==> src/rtl/nbt_pkg.sv <==
// ----------------------------------------------------------------------------
// nbt_pkg
// Shared types, job codes and character helpers for the node-status decoder.
// ----------------------------------------------------------------------------
package nbt_pkg;

  localparam int QDEPTH = 4;
  localparam int QAW    = $clog2(QDEPTH);

  localparam logic [1:0] PH_COUNT = 2'd0;
  localparam logic [1:0] PH_NAMES = 2'd1;
  localparam logic [1:0] PH_MAC   = 2'd2;
  localparam logic [1:0] PH_DONE  = 2'd3;

  localparam logic [2:0] K_NONE    = 3'd0;
  localparam logic [2:0] K_CHAR    = 3'd1;
  localparam logic [2:0] K_HEX     = 3'd2;
  localparam logic [2:0] K_SUFFIX  = 3'd3;
  localparam logic [2:0] K_MAC_SEP = 3'd4;
  localparam logic [2:0] K_MAC_END = 3'd5;
  localparam logic [2:0] K_BARE    = 3'd6;

  localparam logic [7:0] CH_SPACE = 8'h20;
  localparam logic [7:0] CH_LT    = 8'h3C;
  localparam logic [7:0] CH_GT    = 8'h3E;
  localparam logic [7:0] CH_DASH  = 8'h2D;
  localparam logic [7:0] CH_NL    = 8'h0A;
  localparam logic [7:0] CH_ZERO  = 8'h30;
  localparam logic [7:0] CH_A     = 8'h41;

  typedef struct packed {
    logic [2:0] kind;
    logic [7:0] data;
    logic       last;
  } job_t;

  function automatic logic [7:0] hex_digit(input logic [3:0] nib);
    logic [7:0] ch;
    if (nib < 4'd10) begin
      ch = CH_ZERO + {4'd0, nib};
    end else begin
      ch = CH_A + {4'd0, nib} - 8'd10;
    end
    return ch;
  endfunction

  function automatic logic [2:0] job_len(input logic [2:0] kind);
    logic [2:0] n;
    case (kind)
      K_HEX:     n = 3'd4;
      K_SUFFIX:  n = 3'd5;
      K_MAC_SEP: n = 3'd3;
      K_MAC_END: n = 3'd2;
      default:   n = 3'd1;
    endcase
    return n;
  endfunction

  function automatic logic [7:0] job_char(input logic [2:0] kind, input logic [7:0] data,
                                          input logic [2:0] idx);
    logic [7:0] hi;
    logic [7:0] lo;
    logic [7:0] ch;
    hi = hex_digit(data[7:4]);
    lo = hex_digit(data[3:0]);
    case (kind)
      K_CHAR: ch = data;
      K_HEX, K_SUFFIX: begin
        case (idx)
          3'd0:    ch = CH_LT;
          3'd1:    ch = hi;
          3'd2:    ch = lo;
          3'd3:    ch = CH_GT;
          default: ch = CH_NL;
        endcase
      end
      K_MAC_SEP, K_MAC_END: begin
        case (idx)
          3'd0:    ch = hi;
          3'd1:    ch = lo;
          default: ch = CH_DASH;
        endcase
      end
      default: ch = 8'd0;
    endcase
    return ch;
  endfunction

endpackage

==> src/rtl/nbt_front.sv <==
// ----------------------------------------------------------------------------
// nbt_front
// Accepts record bytes, tracks the decode state and queues at most one job per byte.
// ----------------------------------------------------------------------------
module nbt_front #(
  parameter int NAME_CHARS  = 15,
  parameter int ENTRY_BYTES = 18,
  parameter int MAC_BYTES   = 6
) (
  input  logic              clk,
  input  logic              rst_n,
  input  logic              in_valid,
  output logic              in_ready,
  input  logic [7:0]        in_data_byte,
  input  logic              in_record_start,
  input  logic              in_record_last,
  input  logic [15:0]       in_record_length,
  input  logic              q_full,
  output logic              push,
  output nbt_pkg::job_t     push_job
);

  localparam int EPW = $clog2(ENTRY_BYTES);
  localparam int MW  = (MAC_BYTES > 1) ? $clog2(MAC_BYTES) : 1;

  logic [1:0]     phase_r, phase_nxt;
  logic [7:0]     names_r, names_nxt;
  logic [EPW-1:0] pos_r, pos_nxt;
  logic [15:0]    offset_r, offset_nxt;
  logic [MW-1:0]  mac_r, mac_nxt;
  logic [2:0]     kind;
  logic [7:0]     jdata;
  logic           accept;

  assign in_ready = !q_full;
  assign accept   = in_valid && in_ready;

  always_comb begin
    logic [1:0]    ph;
    logic [15:0]   offs;
    logic [MW-1:0] mac_cur;
    ph         = in_record_start ? nbt_pkg::PH_COUNT : phase_r;
    offs       = in_record_start ? 16'd0 : offset_r;
    mac_cur    = mac_r;
    names_nxt  = names_r;
    pos_nxt    = pos_r;
    mac_nxt    = mac_r;
    kind       = nbt_pkg::K_NONE;
    jdata      = in_data_byte;
    offset_nxt = (offs == 16'hFFFF) ? offs : offs + 16'd1;
    if (offs >= in_record_length) begin
      ph = nbt_pkg::PH_DONE;
    end else if (ph == nbt_pkg::PH_COUNT) begin
      names_nxt = in_data_byte;
      pos_nxt   = '0;
      mac_nxt   = '0;
      ph        = nbt_pkg::PH_NAMES;
    end else begin
      if (ph == nbt_pkg::PH_NAMES && pos_r == '0 && (names_r == 8'd0 ||
          ({1'b0, offs} + 17'(ENTRY_BYTES)) > {1'b0, in_record_length})) begin
        ph      = nbt_pkg::PH_MAC;
        mac_cur = '0;
        mac_nxt = '0;
      end
      if (ph == nbt_pkg::PH_NAMES) begin
        if (pos_r < EPW'(NAME_CHARS)) begin
          if (in_data_byte == 8'h20 || in_data_byte == 8'h00) begin
            kind  = nbt_pkg::K_CHAR;
            jdata = nbt_pkg::CH_SPACE;
          end else if (in_data_byte >= 8'h21 && in_data_byte <= 8'h7E) begin
            kind = nbt_pkg::K_CHAR;
          end else begin
            kind = nbt_pkg::K_HEX;
          end
        end else if (pos_r == EPW'(NAME_CHARS)) begin
          kind = nbt_pkg::K_SUFFIX;
        end
        if (pos_r == EPW'(ENTRY_BYTES - 1)) begin
          pos_nxt   = '0;
          names_nxt = names_r - 8'd1;
        end else begin
          pos_nxt = pos_r + EPW'(1);
        end
      end else if (ph == nbt_pkg::PH_MAC) begin
        if (mac_cur == MW'(MAC_BYTES - 1)) begin
          kind = nbt_pkg::K_MAC_END;
          ph   = nbt_pkg::PH_DONE;
        end else begin
          kind    = nbt_pkg::K_MAC_SEP;
          mac_nxt = mac_cur + MW'(1);
        end
      end
    end
    if (in_record_last) begin
      ph         = nbt_pkg::PH_COUNT;
      offset_nxt = 16'd0;
    end
    phase_nxt = ph;
  end

  assign push          = accept && (kind != nbt_pkg::K_NONE || in_record_last);
  assign push_job.kind = (kind == nbt_pkg::K_NONE) ? nbt_pkg::K_BARE : kind;
  assign push_job.data = jdata;
  assign push_job.last = in_record_last;

  always_ff @(posedge clk) begin
    if (!rst_n) begin
      phase_r  <= nbt_pkg::PH_COUNT;
      names_r  <= 8'd0;
      pos_r    <= '0;
      offset_r <= 16'd0;
      mac_r    <= '0;
    end else if (accept) begin
      phase_r  <= phase_nxt;
      names_r  <= names_nxt;
      pos_r    <= pos_nxt;
      offset_r <= offset_nxt;
      mac_r    <= mac_nxt;
    end
  end

endmodule

==> src/rtl/nbt_queue.sv <==
// ----------------------------------------------------------------------------
// nbt_queue
// Short job queue between the byte front end and the character back end.
// ----------------------------------------------------------------------------
module nbt_queue (
  input  logic          clk,
  input  logic          rst_n,
  input  logic          push,
  input  nbt_pkg::job_t push_job,
  output logic          full,
  input  logic          pop,
  output logic          head_valid,
  output nbt_pkg::job_t head_job
);

  nbt_pkg::job_t            mem_r [nbt_pkg::QDEPTH];
  logic [nbt_pkg::QAW-1:0]  wr_ptr_r, rd_ptr_r;
  logic [nbt_pkg::QAW:0]    count_r, count_nxt;

  assign full       = (count_r == (nbt_pkg::QAW + 1)'(nbt_pkg::QDEPTH));
  assign head_valid = (count_r != '0);
  assign head_job   = mem_r[rd_ptr_r];

  always_comb begin
    count_nxt = count_r;
    if (push && !pop) begin
      count_nxt = count_r + 1'b1;
    end else if (pop && !push) begin
      count_nxt = count_r - 1'b1;
    end
  end

  always_ff @(posedge clk) begin
    if (push) begin
      mem_r[wr_ptr_r] <= push_job;
    end
  end

  always_ff @(posedge clk) begin
    if (!rst_n) begin
      wr_ptr_r <= '0;
      rd_ptr_r <= '0;
      count_r  <= '0;
    end else begin
      if (push) begin
        wr_ptr_r <= wr_ptr_r + 1'b1;
      end
      if (pop) begin
        rd_ptr_r <= rd_ptr_r + 1'b1;
      end
      count_r <= count_nxt;
    end
  end

`ifndef SYNTH
  a_no_overflow: assert property (@(posedge clk) disable iff (!rst_n)
    push |-> !full) else $error("push into full queue");
  a_no_underflow: assert property (@(posedge clk) disable iff (!rst_n)
    pop |-> head_valid) else $error("pop from empty queue");
`endif

endmodule

==> src/rtl/nbt_back.sv <==
// ----------------------------------------------------------------------------
// nbt_back
// Expands queued jobs into characters, one per cycle while the output is ready, through an output register.
// ----------------------------------------------------------------------------
module nbt_back (
  input  logic          clk,
  input  logic          rst_n,
  input  logic          head_valid,
  input  nbt_pkg::job_t head_job,
  output logic          pop,
  output logic          out_valid,
  input  logic          out_ready,
  output logic [7:0]    out_text_char,
  output logic          out_char_valid,
  output logic          out_banner_end
);

  logic [2:0] idx_r, idx_nxt;
  logic       out_valid_r, out_valid_nxt;
  logic [7:0] char_r;
  logic       cvalid_r;
  logic       bend_r;
  logic       load;
  logic       last_char;

  assign last_char = (idx_r == nbt_pkg::job_len(head_job.kind) - 3'd1);
  assign load      = head_valid && (!out_valid_r || out_ready);
  assign pop       = load && last_char;

  always_comb begin
    idx_nxt = idx_r;
    if (load) begin
      idx_nxt = last_char ? 3'd0 : idx_r + 3'd1;
    end
    out_valid_nxt = out_valid_r;
    if (load) begin
      out_valid_nxt = 1'b1;
    end else if (out_ready) begin
      out_valid_nxt = 1'b0;
    end
  end

  always_ff @(posedge clk) begin
    if (load) begin
      char_r   <= nbt_pkg::job_char(head_job.kind, head_job.data, idx_r);
      cvalid_r <= (head_job.kind != nbt_pkg::K_BARE);
      bend_r   <= head_job.last && last_char;
    end
  end

  always_ff @(posedge clk) begin
    if (!rst_n) begin
      idx_r       <= 3'd0;
      out_valid_r <= 1'b0;
    end else begin
      idx_r       <= idx_nxt;
      out_valid_r <= out_valid_nxt;
    end
  end

  assign out_valid      = out_valid_r;
  assign out_text_char  = char_r;
  assign out_char_valid = cvalid_r;
  assign out_banner_end = bend_r;

`ifndef SYNTH
  a_bare_is_end: assert property (@(posedge clk) disable iff (!rst_n)
    (out_valid_r && !cvalid_r) |-> bend_r) else $error("bare item without end flag");
  a_idx_range: assert property (@(posedge clk) disable iff (!rst_n)
    head_valid |-> (idx_r < nbt_pkg::job_len(head_job.kind)))
    else $error("character index beyond job length");
`endif

endmodule

==> src/rtl/nbtstat_record_to_text.sv <==
// ----------------------------------------------------------------------------
// nbtstat_record_to_text
// Decodes NetBIOS node-status answer record bytes into banner text.
// ----------------------------------------------------------------------------
// One record byte is taken per item whenever the four-entry job queue has room;
// each byte yields zero to five characters, and the last byte of a record
// always yields at least one result carrying banner_end. The character stage
// emits one result per cycle while a job is queued and the output is ready.
// A name suffix byte yields five characters, a hex-escaped name byte four and
// a MAC byte followed by a dash three. An accepted byte passes through the job
// queue and the output register before its first character is shown.
module nbtstat_record_to_text #(
  parameter int NAME_CHARS  = 15,
  parameter int ENTRY_BYTES = 18,
  parameter int MAC_BYTES   = 6
) (
  input  logic        clk,
  input  logic        rst_n,
  input  logic        in_valid,
  output logic        in_ready,
  input  logic [7:0]  in_data_byte,
  input  logic        in_record_start,
  input  logic        in_record_last,
  input  logic [15:0] in_record_length,
  output logic        out_valid,
  input  logic        out_ready,
  output logic [7:0]  out_text_char,
  output logic        out_char_valid,
  output logic        out_banner_end
);

  logic          q_full;
  logic          push;
  nbt_pkg::job_t push_job;
  logic          pop;
  logic          head_valid;
  nbt_pkg::job_t head_job;

  nbt_front #(
    .NAME_CHARS  (NAME_CHARS),
    .ENTRY_BYTES (ENTRY_BYTES),
    .MAC_BYTES   (MAC_BYTES)
  ) u_front (
    .clk              (clk),
    .rst_n            (rst_n),
    .in_valid         (in_valid),
    .in_ready         (in_ready),
    .in_data_byte     (in_data_byte),
    .in_record_start  (in_record_start),
    .in_record_last   (in_record_last),
    .in_record_length (in_record_length),
    .q_full           (q_full),
    .push             (push),
    .push_job         (push_job)
  );

  nbt_queue u_queue (
    .clk        (clk),
    .rst_n      (rst_n),
    .push       (push),
    .push_job   (push_job),
    .full       (q_full),
    .pop        (pop),
    .head_valid (head_valid),
    .head_job   (head_job)
  );

  nbt_back u_back (
    .clk            (clk),
    .rst_n          (rst_n),
    .head_valid     (head_valid),
    .head_job       (head_job),
    .pop            (pop),
    .out_valid      (out_valid),
    .out_ready      (out_ready),
    .out_text_char  (out_text_char),
    .out_char_valid (out_char_valid),
    .out_banner_end (out_banner_end)
  );

endmodule

==> config.mk <==
export PLATFORM = sky130hd
export DESIGN_NAME = nbtstat_record_to_text
export DESIGN_NICKNAME = d
export VERILOG_FILES = /design/src/rtl/nbt_pkg.sv /design/src/rtl/nbt_front.sv /design/src/rtl/nbt_queue.sv /design/src/rtl/nbt_back.sv /design/src/rtl/nbtstat_record_to_text.sv
export SDC_FILE = /design/constraint.sdc
export NUM_CORES = 1
export LEC_CHECK = 0
export ABC_AREA = 1
export BUFFER_PORTS_ARGS = -buffer_cell sky130_fd_sc_hd__buf_2
export CAP_MARGIN = 5
export CORE_MARGIN = 8
export CORE_UTILIZATION = 62
export CTS_CLUSTER_SIZE = 8
export DETAILED_ROUTE_END_ITERATION = 12
export PLACE_DENSITY_LB_ADDON = 0.05
export RECOVER_POWER = 100
export SLEW_MARGIN = 20
export SYNTH_ARGS = -nofsm -noshare
export SYNTH_HDL_FRONTEND = slang
export SYNTH_SLANG_ARGS = --single-unit
==> constraint.sdc <==
create_clock -name clk -period 6 [get_ports clk]
set_clock_uncertainty 0.2 [all_clocks]
set_input_delay 0.6 -clock clk [delete_from_list [all_inputs] [get_ports clk]]
set_output_delay 0.6 -clock clk [all_outputs]
set_load 0.01 [all_outputs]
==> results.py <==
metrics = {
    "setup_path": {
        "cp_common_cell": "nand2_1",
        "slowest_delay_ns": 0.31,
        "required_ns": 6.08,
        "critPathKind": "in -> reg",
        "slowest_stage": "nor2_1",
        "cp.arrival_ns": 5.32,
        "cp_num_buf_inv": 5,
        "cpLargestDelayFamily": "simple AND/OR/NAND/NOR gates",
        "crit_path_end_kind": "flop",
        "startpoint_type": "primary input",
        "cp_max_fo": 14,
    },
    "synth": {
        "postSynthAreaPerCell_um2": 7.955,
        "yosys.area.top_type": "edfxtp_1",
        "mappedNetlistArea_um2": 6825,
        "yosysTopAreaCellShare_pct": 25.52,
        "yosysSeqAreaShare_pct": 39.30,
        "synth_cells": 858,
        "ys_types": 60,
        "async_flop_share_pct": 0,
        "synth_top_flop_cell": "edfxtp_1",
        "synth_edf_count": 58,
        "syn_nets": 941,
        "synth_seq_cells": 105,
        "yosysWarnings": 0,
        "ys_top_cells_by_area": "edfxtp_1 (26%), dfxtp_1 (14%), ha_1 (9.5%), nand2_1 (9.4%), inv_1 (6.7%)",
    },
    "placement": {
        "gp_congestion": 0.9401,
        "port_buffers": 41,
        "dp.final_hpwl_um": 12350,
    },
    "power": {
        "finalPower_w": 0.002167,
        "seqPwrFrac_pct": 42.5,
        "peakVddDrop_uv": 172.2,
        "swShare_pct": 40.48,
        "p_leak_nw": 3.103,
        "p_sw_w": 0.0008771,
        "power_density_nw_per_um2": 299.0,
        "internal_power_w": 0.001290,
        "clock_power_share_pct": 20.4,
        "combPwrFrac_pct": 37.1,
    },
    "floorplan": {
        "die_y_um": 120.9,
        "start_util_pct": 63.24,
        "placementRows": 38,
        "core_um2": 10790,
        "io_pins": 42,
        "fp.dieW_um": 120.9,
        "die-area_um2": 14620,
    },
    "routing": {
        "routed-wl-met2_um": 8241,
        "met1_length_um": 6702,
        "ant_nets": 0,
        "first_pass_iters": 8,
        "drc": 0,
        "top_layer": "met4",
        "dr_wl_met3_um": 636,
        "drt_wl_total_um": 16200,
        "wl_per_cell_um": 15.59,
        "drt_iter0_markers": 432,
        "via_count": 5854,
        "viasPerCell": 5.634,
    },
    "global_route": {
        "grt_use_total_pct": 22.32,
        "grt_max_degree": 26,
        "grt_pass1_wl_um": 26310,
        "grt_pass1_vias": 5626,
        "overflow": 0,
        "antenna_found_initial": 0,
    },
    "cells_and_area": {
        "nFillCells": 945,
        "drive_above_1_share_pct": 9.232,
        "n_antenna_cell": 0,
        "final_nets": 977,
        "syn_to_final_growth_pct": 6.159,
        "multiInputGateArea_um2": 3443,
        "ff_latch_area_um2": 2683,
    },
    "clock_network": {
        "cts_tree": "built",
        "post_cts_buffers": 0,
        "cts_buffer_depth": 2,
        "clk_pin_slew_ns": 0.12,
        "cts_buffers": 9,
        "hold_buffers": 0,
        "htree_levels": 3,
        "cts_resized": 0,
        "clock_latency_ns": 0.38,
        "root_buffer": "clkbuf_8",
        "cts_sinks": 105,
    },
    "sta": {
        "slew_viol_final": 0,
        "slew_headroom_pct": 29.63,
        "timing.final.crit_share_pct": 87.28,
        "setup_viol": 0,
        "hold_viol_final": 0,
        "tightest_slew_ns": 1.056,
        "tns_ns": 0,
        "min_period_ns": 5.237,
        "grt_setup_unrepaired": "false",
        "max_freq_mhz": 190.9,
    },
    "outcome": {
        "status": "completed",
    },
    "run": {
        "max_cap_violations": 0,
    },
    "hold_path": {
        "hold_class": "reg -> reg",
    },
}
[per-layer routing]
metal	up-vias	global-route usage [%]
li1	2918	-
met1	2729	25.57
met2	163	39.79
met3	44	3.071
met4	0	11.40
met5	-	0
[sequential cells by signal (all words and copies together), names as in the netlist, named ones only]
signal and cells:
u_back.idx_r 3, u_back.out_banner_end 1, u_back.out_char_valid 1, u_back.out_text_char 8, u_back.out_valid 1, u_front.mac_r 3
u_front.names_r 8, u_front.offset_r 16, u_front.phase_r 2, u_front.pos_r 5, u_queue.count_r 3, u_queue.mem_r 48
u_queue.rd_ptr_r 2, u_queue.wr_ptr_r 2
[final cells by class]
class	count	area share, %
Tap cell	140	2.418
Sequential cell	105	37.02
Clock buffer	9	1.710
Inverter	140	7.304
Clock inverter	7	1.122
Timing Repair Buffer	48	2.901
Multi-Input combinational cell	590	47.52
[logic make-up after synthesis]
logic type	share of synthesized area, %
AOI/OAI and AO/OA	14.65
xor gates and xnor gates	3.721
adders and majority gates	9.826
buffers and inverters	9.312
DFF	39.30
and+or+nand+nor	23.19
[through the flow]
step           cell area [µm²]  util [%]  hold WS, ns  instances  setup WS, ns
2_1_floorplan             6825         -       0.2352        858         1.259
3_3_place_gp              7152     66.26       0.2543       1023        0.8127
3_5_place_dp              7152     66.26       0.2558       1023        0.5913
4_1_cts                   7357     68.17       0.2720       1039         1.005
5_1_grt                   7246     67.13       0.2840       1039        0.2945
6_report                  7246     67.13       0.2718       1039        0.7629
[final timing paths]
path | startpoint | end | slack (ns) | cells past startpoint
worst max-delay path | in_record_start | u_queue.count_r[2]$_SDFFE_PN0P_ | 0.76 | 39
worst min-delay path | u_front.offset_r[8]$_SDFFE_PN0P_ | u_front.offset_r[8]$_SDFFE_PN0P_ | 0.27 | 2
worst max register to register | flop | u_queue.count_r[2]$_SDFFE_PN0P_ | 0.79 | 22
worst min register to register | u_front.offset_r[8]$_SDFFE_PN0P_ | u_front.offset_r[8]$_SDFFE_PN0P_ | 0.27 | 2
[cell usage in the layout (no fill, tap or decap), types with 2 or more instances in the layout]
cell / netlist / layout
a21oi_1: 64 / 64
a221oi_1: 3 / 3
a22oi_1: 3 / 3
a31oi_1: 7 / 7
a32o_1: 2 / 2
a32oi_1: 5 / 5
buf_2: 4 / 21
clkbuf_1: 16 / 26
clkbuf_8: 0 / 9
clkinv_1: 1 / 2
clkinv_4: 0 / 2
clkinv_8: 0 / 2
dfxtp_1: 47 / 47
edfxtp_1: 58 / 58
ha_1: 52 / 52
inv_1: 122 / 124
inv_2: 15 / 12
inv_8: 0 / 2
nand2_1: 171 / 177
nand2_2: 7 / 3
nand2_4: 4 / 2
nand3_1: 32 / 32
nand3_2: 3 / 3
nand4_1: 7 / 7
nand4_4: 2 / 2
nor2_1: 85 / 88
nor2_2: 8 / 7
nor2_4: 5 / 4
nor3_1: 9 / 9
nor4_1: 2 / 3
o211ai_1: 8 / 8
o21ai_0: 34 / 42
o21ai_1: 14 / 6
o221ai_1: 4 / 4
o22ai_1: 5 / 6
or2_2: 2 / 2
xor2_1: 28 / 28
[synthesized netlist by cell type, types with 3 or more instances]
| cell type | count |
|---|---|
| nor2_2 | 8 |
| xor2_1 | 28 |
| nand2_1 | 171 |
| nor3_1 | 9 |
| nand4_1 | 7 |
| a21oi_1 | 64 |
| nor2_1 | 85 |
| buf_2 | 4 |
| o21ai_0 | 34 |
| o211ai_1 | 8 |
| a22oi_1 | 3 |
| clkbuf_1 | 16 |
| nand2_4 | 4 |
| ha_1 | 52 |
| nand2_2 | 7 |
| o22ai_1 | 5 |
| nand3_1 | 32 |
| a221oi_1 | 3 |
| o21ai_1 | 14 |
| inv_2 | 15 |
| o221ai_1 | 4 |
| edfxtp_1 | 58 |
| inv_1 | 122 |
| a32oi_1 | 5 |
| dfxtp_1 | 47 |
| nand3_2 | 3 |
| a31oi_1 | 7 |
| nor2_4 | 5 |
[power by group through the flow]
stage          sequential (W)  clock (W)  combinational, W
5_1_grt              0.000932   0.000477          0.000898
4_1_cts              0.000920   0.000454          0.000836
6_report             0.000921   0.000442          0.000803
3_3_place_gp         0.000932          0          0.000794
3_5_place_dp         0.000937          0          0.000829
2_1_floorplan        0.000951          0          0.000578
[worst register-to-register path, stage by stage, from the launching register on]
cell      delay [ns]
dfxtp_1         0.33
clkbuf_1        0.78
inv_1           0.66
or2_0           0.40
a32oi_2         0.30
inv_2           0.10
nor2_4          0.18
inv_2           0.10
o22ai_2         0.15
ha_1            0.20
xor2_1          0.16
xor2_1          0.19
nand2_1         0.18
nor2_4          0.20
inv_2           0.08
ha_1            0.18
inv_1           0.10
fa_1            0.20
nor2_1          0.05
nor2_1          0.10
nand2_1         0.08
o21ai_0         0.14
a21oi_1         0.05
No activity file was read; power rests on OpenSTA's default activity.
